[src/hdl/assert_macros.svh]
// Assertion macros used by the executor RTL.
`ifndef ASSERT_MACROS_SVH
`define ASSERT_MACROS_SVH

// Implication check, disabled during reset.
`define ASSERT_IMPL(label, clk, rst, ante, cons) \
  label: assert property (@(posedge clk) disable iff (rst) (ante) |-> (cons)) \
    else $error("assertion failed");

// Next-cycle implication check, disabled during reset.
`define ASSERT_NEXT(label, clk, rst, ante, cons) \
  label: assert property (@(posedge clk) disable iff (rst) (ante) |=> (cons)) \
    else $error("assertion failed");

`endif

[src/hdl/fra_pkg.sv]
// Package with opcodes, error codes and sequencer states of the executor.
package fra_pkg;

  typedef enum logic [2:0] {
    OP_INPUT = 3'd0,
    OP_ADD   = 3'd1,
    OP_MUL   = 3'd2,
    OP_DIV   = 3'd3,
    OP_MOD   = 3'd4,
    OP_EQL   = 3'd5,
    OP_RSV6  = 3'd6,
    OP_RSV7  = 3'd7
  } op_t;

  localparam logic [1:0] ERR_NONE     = 2'd0;
  localparam logic [1:0] ERR_DIV_ZERO = 2'd1;
  localparam logic [1:0] ERR_BAD_MOD  = 2'd2;

  typedef enum logic [2:0] {
    ST_IDLE,
    ST_SERIAL,
    ST_FIX,
    ST_WRITE,
    ST_OUT
  } state_t;

  // Control from the sequencer to the serial datapath.
  typedef struct packed {
    logic load;   // capture operands
    logic step;   // one serial step
    logic is_mul; // multiply vs divide
  } dp_ctl_t;

endpackage

[src/hdl/four_register_alu_executor.sv]
// Four-register executor: add/input/equal go from fix straight to write and
// output; multiply, divide and modulo run the serial state in between, driving
// the bit-serial shift-add/restoring-divide unit that handles one bit a cycle;
// while a sticky error is pending they skip the serial unit.
// One transaction is in flight at a time; the result register holds until taken.
module four_register_alu_executor #(
  parameter int DATA_WIDTH = 64
) (
  input  logic        clk,
  input  logic        rst,
  input  logic        in_valid,
  output logic        in_ready,
  input  logic [2:0]  operation,
  input  logic [1:0]  target_reg,
  input  logic        use_register,
  input  logic [1:0]  source_reg,
  input  logic signed [31:0] immediate,
  input  logic [3:0]  input_digit,
  input  logic        start_of_run,
  input  logic        end_of_run,
  output logic        out_valid,
  input  logic        out_ready,
  output logic [1:0]  status,
  output logic signed [63:0] target_value,
  output logic        run_done,
  output logic        accepted
);
  `include "assert_macros.svh"

  localparam int W  = DATA_WIDTH;
  localparam int CW = $clog2(W + 1);

  fra_pkg::state_t state, state_next;
  fra_pkg::op_t    op;
  fra_pkg::dp_ctl_t ctl;

  logic [W-1:0] regs [4];
  logic [1:0]   err;
  logic [1:0]   tgt, src;
  logic         use_r, last;
  logic [31:0]  imm;
  logic [3:0]   digit;
  logic [W-1:0] a, b, ma, mb, res;
  logic [W-1:0] prod, quot, rem;
  logic         neg_a, neg_b, fault, wr;
  logic [1:0]   fault_code;
  logic [CW-1:0] cnt;

  // Operands from captured instruction
  assign a     = regs[tgt];
  assign b     = use_r ? regs[src] : W'({{32{imm[31]}}, imm});
  assign neg_a = a[W-1];
  assign neg_b = b[W-1];
  assign ma    = neg_a ? -a : a;
  assign mb    = neg_b ? -b : b;

  fra_serial_unit #(.W(W)) u_ser (
    .clk(clk), .ctl(ctl),
    .a(op == fra_pkg::OP_MUL ? a : ma),
    .b(op == fra_pkg::OP_MUL ? b : mb),
    .prod(prod), .quot(quot), .rem(rem)
  );

  // Fault detection and result select
  always_comb begin
    fault      = 1'b0;
    fault_code = fra_pkg::ERR_NONE;
    wr         = 1'b1;
    res        = a;
    case (op)
      fra_pkg::OP_INPUT: res = W'(digit);
      fra_pkg::OP_ADD:   res = a + b;
      fra_pkg::OP_MUL:   res = prod;
      fra_pkg::OP_DIV: begin
        if (b == '0) begin
          fault = 1'b1; fault_code = fra_pkg::ERR_DIV_ZERO;
        end
        res = (neg_a ^ neg_b) ? -quot : quot;
      end
      fra_pkg::OP_MOD: begin
        if (neg_a || neg_b || b == '0) begin
          fault = 1'b1; fault_code = fra_pkg::ERR_BAD_MOD;
        end
        res = rem;
      end
      fra_pkg::OP_EQL:   res = W'(a == b);
      default:           wr = 1'b0;
    endcase
  end

  // Sequencer next state
  always_comb begin
    state_next = state;
    ctl        = '0;
    ctl.is_mul = (op == fra_pkg::OP_MUL);
    case (state)
      fra_pkg::ST_IDLE:
        if (in_valid) state_next = fra_pkg::ST_FIX;
      fra_pkg::ST_FIX: begin
        if (err == fra_pkg::ERR_NONE && (op == fra_pkg::OP_MUL ||
            op == fra_pkg::OP_DIV || op == fra_pkg::OP_MOD)) begin
          ctl.load   = 1'b1;
          state_next = fra_pkg::ST_SERIAL;
        end else begin
          state_next = fra_pkg::ST_WRITE;
        end
      end
      fra_pkg::ST_SERIAL: begin
        ctl.step = 1'b1;
        if (cnt == CW'(W - 1)) state_next = fra_pkg::ST_WRITE;
      end
      fra_pkg::ST_WRITE: state_next = fra_pkg::ST_OUT;
      fra_pkg::ST_OUT:
        if (out_ready) state_next = fra_pkg::ST_IDLE;
      default: state_next = fra_pkg::ST_IDLE;
    endcase
  end

  assign in_ready  = (state == fra_pkg::ST_IDLE);
  assign out_valid = (state == fra_pkg::ST_OUT);

  always_ff @(posedge clk) begin
    if (rst) begin
      state <= fra_pkg::ST_IDLE;
      err   <= fra_pkg::ERR_NONE;
      cnt   <= '0;
      for (int i = 0; i < 4; i++) regs[i] <= '0;
    end else begin
      state <= state_next;
      if (state == fra_pkg::ST_IDLE && in_valid) begin
        op    <= fra_pkg::op_t'(operation);
        tgt   <= target_reg;
        src   <= source_reg;
        use_r <= use_register;
        imm   <= immediate;
        digit <= input_digit;
        last  <= end_of_run;
        if (start_of_run) begin
          err <= fra_pkg::ERR_NONE;
          for (int i = 0; i < 4; i++) regs[i] <= '0;
        end
      end
      if (state == fra_pkg::ST_FIX) cnt <= '0;
      else if (state == fra_pkg::ST_SERIAL) cnt <= cnt + 1'b1;
      // Commit result or error
      if (state == fra_pkg::ST_WRITE && err == fra_pkg::ERR_NONE) begin
        if (fault) err <= fault_code;
        else if (wr) regs[tgt] <= res;
      end
    end
  end

  assign status       = err;
  assign target_value = 64'($signed(regs[tgt]));
  assign run_done     = last;
  assign accepted     = last && err == fra_pkg::ERR_NONE && regs[3] == '0;

  `ASSERT_IMPL(a_no_both, clk, rst, 1'b1, !(in_ready && out_valid))
  `ASSERT_NEXT(a_err_sticky, clk, rst,
    (err != fra_pkg::ERR_NONE && !(in_valid && in_ready && start_of_run)),
    (err == $past(err)))
  `ASSERT_IMPL(a_cnt_bound, clk, rst, state == fra_pkg::ST_SERIAL, cnt < CW'(W))

endmodule

[src/hdl/fra_serial_unit.sv]
// Bit-serial shift-add multiplier and restoring divider, one bit per cycle.
module fra_serial_unit #(
  parameter int W = 64
) (
  input  logic             clk,
  input  fra_pkg::dp_ctl_t ctl,
  input  logic [W-1:0]     a,
  input  logic [W-1:0]     b,
  output logic [W-1:0]     prod,
  output logic [W-1:0]     quot,
  output logic [W-1:0]     rem
);

  logic [W-1:0] acc;
  logic [W-1:0] sh;
  logic [W-1:0] opb;
  logic [W:0]   trial;
  logic [W-1:0] rem_sh;

  // Remainder shifted by one with next dividend bit, then trial subtract
  assign rem_sh = {acc[W-2:0], sh[W-1]};
  assign trial  = {1'b0, rem_sh} - {1'b0, opb};

  always_ff @(posedge clk) begin
    if (ctl.load) begin
      acc <= '0;
      sh  <= a;
      opb <= b;
    end else if (ctl.step) begin
      if (ctl.is_mul) begin
        // multiplier bits consumed MSB first, product doubles and adds each step
        acc <= (acc << 1) + (sh[W-1] ? opb : '0);
        sh  <= sh << 1;
      end else begin
        if (!trial[W] && !acc[W-1]) begin
          acc <= trial[W-1:0];
          sh  <= {sh[W-2:0], 1'b1};
        end else if (acc[W-1]) begin
          acc <= rem_sh - opb;
          sh  <= {sh[W-2:0], 1'b1};
        end else begin
          acc <= rem_sh;
          sh  <= {sh[W-2:0], 1'b0};
        end
      end
    end
  end

  assign prod = acc;
  assign quot = sh;
  assign rem  = acc;

endmodule

[config.mk]
export PLATFORM = sky130hd
export DESIGN_NAME = four_register_alu_executor
export DESIGN_NICKNAME = d
export VERILOG_FILES = /design/src/hdl/fra_pkg.sv /design/src/hdl/four_register_alu_executor.sv /design/src/hdl/fra_serial_unit.sv
export VERILOG_INCLUDE_DIRS = /design/src /design/src/hdl
export SDC_FILE = /design/constraint.sdc
export NUM_CORES = 2
export LEC_CHECK = 0
export BUFFER_PORTS_ARGS = -buffer_cell sky130_fd_sc_hd__clkbuf_2
export CAP_MARGIN = 20
export CELL_PAD_IN_SITES_DETAIL_PLACEMENT = 0
export CELL_PAD_IN_SITES_GLOBAL_PLACEMENT = 1
export CORE_MARGIN = 2
export CORE_UTILIZATION = 45
export CTS_CLUSTER_SIZE = 16
export DETAILED_ROUTE_END_ITERATION = 10
export PLACE_DENSITY = 0.88
export SYNTH_ARGS = -nofsm -noshare
export SYNTH_HDL_FRONTEND = slang
export SYNTH_HIERARCHICAL = 1
export SYNTH_SLANG_ARGS = --single-unit
[constraint.sdc]
create_clock -name clk -period 11.6 [get_ports clk]
set_input_delay 3.48 -clock clk [delete_from_list [all_inputs] [get_ports clk]]
set_output_delay 3.48 -clock clk [all_outputs]
set_load 0.02 [all_outputs]
== Yosys cells after proc, flatten, opt, wreduce, memory -nomap -nowiden ==
Memories as Yosys holds them, arrays and structs flattened. A register that Yosys moved wholly into a read port is not among the register bits.
Index checks and enable logic that the tools add are counted.
Word-level totals
  output and inout bits: 70
  memories kept: 1
  bits of input ports: 50
  memory bits (writable): 256
  flip-flop bits (word level): 249
Memory list
  regs: depth 4, width 64, rd ports 3, clocked after Yosys merged registers in 2, write ports 4, RTL line four_register_alu_executor.sv:37  | logic [W-1:0] regs [4];
Cells by class
  reduce and logical (&&, ||, !) cells: 24
  bitwise logic cells: 6
  add/sub/neg operators: 8
  mux-type cells: 55
  eq/ne operators: 14
Operators with widths (number)
  64-bit two-way mux: 17
  64-bit one-hot mux with 5 select lines: 1
  64-bit negation: 3
  64-bit adder: 2
  64-bit zero test: 2
  64-bit by 64-bit subtractor with 65-bit output: 1
  64-bit == test: 1
  64-bit OR reduction: 1
  64-bit subtractor: 1
  1-bit two-way mux: 22
  2-bit two-way mux: 9
  3-bit one-hot mux with 5 select lines: 1
  3-bit by 2-bit == test with 1-bit output (second input constant): 4
  3-bit == test (second input constant): 3
  3-bit two-way mux: 3
  7-bit by 1-bit adder with 7-bit output (second input constant): 1
  7-bit by 6-bit == test with 1-bit output (second input constant): 1
  3-bit by 1-bit == test with 1-bit output (second input constant): 2
  1-bit logical AND: 6
  3-bit zero test: 2
  6-bit OR reduction: 1
  1-bit logical OR: 4
  2-bit inequality test (second input constant): 2
  1-bit OR: 4
  11 further kinds: 13

== Depth between registers and ports, before layout ==
  depth in word-level cells: 11
  depth in mapped cells: 22
  gate-level depth less buffers: 15

== Hierarchy ==
Netlist, hierarchy kept.
By module, submodules not included
  four_register_alu_executor: cells an instance 2883, sequential area each 9359.0 um2, instances 1, area an instance 26700.6 um2
  fra_serial_unit: cells an instance 1957, sequential area each 5124.9 um2, instances 1, area an instance 16458.3 um2

== Worst setup path after synthesis ==
OpenSTA, ideal clock, no wires.
  path type: register to register
  start point: register op[1]
  end point: register u_ser.acc[23] (netlist: u_ser/prod[23])
  path buffers: 2
  arrival: 10896 ps
  clock period less this slack: 11019 ps
  slack: 581 ps
  cell stages (with the launch flop): 11
  required time: 11476 ps
  path through: edfxtp_1 -> clkbuf_1 -> nand2b_1 -> nor2_1 -> o21ai_0 -> nor4b_1 -> clkinv_1 -> nand2_1 -> clkbuf_1 -> a211oi_1 -> a31o_1
RTL lines
  start, declared: RTL line four_register_alu_executor.sv:34  | fra_pkg::op_t op;
  start signal, assigned: RTL line four_register_alu_executor.sv:131  | op <= fra_pkg::op_t'(operation);
  end signal, assigned: RTL line fra_serial_unit.sv:32  | acc <= (acc << 1) + (sh[W-1] ? opb : '0);
  end signal, assigned: RTL line fra_serial_unit.sv:36  | acc <= trial[W-1:0];
  end signal, assigned: RTL line fra_serial_unit.sv:39  | acc <= rem_sh - opb;
  end, declared: RTL line fra_serial_unit.sv:14  | logic [W-1:0] acc;

==> metrics.md <==
| Metric | Value |
|---|---|
| DRC Markers | `0` |
| Clk buf depth | `3` |
| Slowest stage delay, CP | `0.73 ns` |
| All-layer global routing usage | `about 31%` |
| Routed WL per cell | `26.31 µm` |
| Worst min-delay path category | `reg -> reg` |
| Worst path slowest cell | `nor4_1` |
| CP Capture Type | `primary output` |
| Startpoint types | `flop` |
| RSZ-0062 raised after global routing | `no` |
| Die H | `313.7 µm` |
| Overflow after GRT | `0` |
| Relative slew margins | `12.97%` |
| Yosys top cell area share | `29.85%` |
| Register area | `0.01450 mm²` |
| CP required | `about 8.1 ns` |
| Mapped Area | `0.04316 mm²` |
| Buffer and inverter count on the worst path | `1` |
| Overall Power | `8.792 mW` |
| Power per cell area | `192.2 mW/mm²` |
| Reg-to-reg critical path endpoint | `regs[3][62]` |
| Fin. Hold Viols | `0` |
| Leak | `17.20 nW` |
| Num rows | `113` |
| Yosys warns | `6` |
| Flop2flop setup slack | `4.85 ns` |
| Sequential-to-total area share from yosys stat | `between 30% and 40%` |
| Setup ws final | `4.829 ns` |
| Gpl congestion | `1.001` |
| DPL Wire Length | `121.9 mm` |
| Post-DRT Antenna Nets | `0` |
| Placed inst area | `0.04403 mm²` |
| Die ar. | `0.09840 mm²` |
| Hold Slack | `slightly below 0.5 ns` |
| Crit path cell chain | `nor4_1, nand4_1, nor2_1, nand4_1, nor3_1, clkbuf_2` |
| Starting DRT DRC Count | `5308` |
| Share of layout cells above drive strength 1 | `11.06%` |
| Die Wd | `313.7 µm` |
| CP endpoint | `accepted` |
| Fin area | `between 0.04 and 0.05 mm²` |
| Post-CTS Hold Fix Bufs | `0` |
| CP Depth | `6` |
| Vias in the first global route | `about 37000` |
| First-pass GRT wire length | `232.5 mm` |
| Fin crit share | `58.37%` |
| Final wirelength | `around 160 mm` |
| Max-slew violations | `0` |
| Data arrival, critical path | `between 3 and 4 ns` |
| Utilization after layout | `48.15%` |
| H-Tree Depth | `2` |
| Port buffer count | `119` |
| Final min period | `a little under 7 ns` |
| Number of setup violations in the final report | `0` |
| Post-Syn Area per Cell | `8.917 µm²` |
| # resized after CTS | `0` |
| Finished Layout Cells | `6004` |
| Setup TNS | `0 ns` |
| R2r worst-path depth | `13` |
| Initial Utilization | `45.43%` |
| Clock transition at path regs | `0.06 ns` |
| Cell count after synthesis | `4840` |
| Final layout net count | `4943` |
| Post-CTS Setup Bufs | `0` |
| Slew of the pin with the lowest slew margin | `between 1 and 1.5 ns` |
| Outcome | `complete, no violations` |
| Crit path from | `regs[3][28]` |
| Initial antenna violation count | `3` |
| Multi-input logic area | `0.02630 mm²` |
| #FFs+latches synth | `509` |
| CP Class | `reg -> out` |
| # clock sinks | `between 500 and 600` |
| Leading area contributor after synthesis | `edfxtp_1` |
| Place WS | `roughly 3.9 ns` |
| I/O Pins | `120` |
| Core area | `0.09501 mm²` |
| CTS tree | `done` |
| Worst IR Drop VDD | `around 0.17 mV` |
| Most used cell along the critical path | `nand4_1` |
| CTS root buffer | `clkbuf_16` |
| Fmax | `around 150 MHz` |
| Top delay family on crit path | `simple AND/OR/NAND/NOR gates` |
| Vias | `between 30000 and 40000` |
| TritonCTS Buffers | `52` |
| Synth Flop Type | `edfxtp_1` |
| Max-cap violations | `0` |
| Drt first pass iters | `6` |
| Syn-to-layout area delta | `5.992%` |
| Number of enable flip-flop cells after synthesis | `429` |
| Largest net degree at the start of global routing | `132` |
| Synthesized Nets | `5088` |
| Synth area leaders | `edfxtp_1 30%, ha_1 5.7%, nor2_1 5.1%, a21oi_1 4.7%, mux4_2 4.4%` |
| Worst-Skew Late Latency | `0.64 ns` |
| Asr flop ratio synth | `0%` |
| Post-route clock skew | `approximately 0.022 ns` |
| Synth unique cells | `between 100 and 150` |
| Vias per std cell | `6.520` |
| Placed cell count | `5904` |
| Antenna cells | `0` |
| Worst-path fanout max | `3` |
| Fillers | `9129` |
==> worst min path at each step <==
| stage | start | to | slack, ns | cells past startpoint |
|---|---|---|---|---|
| floorplan | src[0] | flop | 0.45 | 1 |
| global placement | src[1] | flop | 0.45 | 1 |
| detailed placement | src[0] | flop | 0.46 | 1 |
| CTS | src[1] | flop | 0.49 | 1 |
| global route | src[1] | flop | 0.51 | 1 |
| finish | src[1] | flop | 0.48 | 1 |
==> cell type report <==
type	count	share of cell area (%)
multi-input cells	3792	57.48
flip-flops and latches	509	31.69
well taps	1265	3.460
clock buffers	74	3.230
repair buffers	180	2.319
inverters	160	1.313
clock inverters	24	0.5033
==> cell families (layout without fill, tap and decap cells) <==
group	count (synthesis)	count (layout)	synth area share, %
AO/OA/AOI/OAI	1382	1382	21.01
XOR/XNOR	329	329	6.677
adder cells (fa/ha/maj)	198	198	5.792
buffers and inverters	539	438	5.720
flip-flops	509	509	33.56
multiplexers	261	261	9.642
AND/OR/NAND/NOR	1622	1622	17.60
==> synthesized netlist by cell type (41+ instances only) <==
cell,number
clkbuf_1,216
edfxtp_1,429
ha_1,195
nor3_1,130
nor2b_1,58
mux4_2,84
inv_1,156
a211oi_1,61
o211ai_1,64
a31oi_1,56
dfxtp_1,80
nand2_1,390
mux2_2,85
buf_2,65
o31ai_1,49
o21ai_0,276
a21o_1,94
or3_1,50
mux2i_1,67
o21bai_1,41
nor2_1,591
xnor2_1,167
nor4_1,58
a21oi_1,403
nand3_1,68
xor2_1,162
buf_4,74
nand4_1,100
==> layer usage <==
metal | wire [µm] | share of wire, % | GRT usage (%)
met1 | 65480 | 41 | 44.17
met2 | 68250 | 43 | 46.85
met3 | 16650 | 11 | 5.383
met4 | 7573 | 4.8 | 13.17
met5 | 13 | 0.0082 | 0
==> placed cells by master, fill, tap and decap left out, drive strengths merged, types with 30 or more instances in the layout <==
cell type,count
buf,60
a211oi,63
nand4,100
a21oi,404
o221ai,30
mux2,86
nor3,131
nor2b,58
o21bai,41
o21ai,281
mux4,108
xor2,162
nand2b,39
a21o,94
a31oi,58
o31ai,54
or3,52
o211ai,65
dfxtp,80
mux2i,67
ha,195
nor4,61
nand3,69
nor2,591
edfxtp,429
o21a,34
xnor2,167
clkbuf,194
nand2,393
inv,162
==> sequential cells by signal (all words and copies together) (netlist names), named ones only <==
| register | count |
|---|---|
| digit | 4 |
| state | 3 |
| tgt | 2 |
| cnt | 7 |
| use_r | 1 |
| src | 2 |
| imm | 32 |
| u_ser/prod | 64 |
| run_done | 1 |
| status | 2 |
| u_ser/quot | 64 |
| u_ser/opb | 64 |
| op | 3 |
| regs | 256 |
==> power by group <==
part,total (mW),internal (mW),switching [mW]
registers,2.62,2.25,0.365
clock network,1.70,0.959,0.743
logic,4.47,1.59,2.89
No activity file was read; power rests on OpenSTA's default activity.
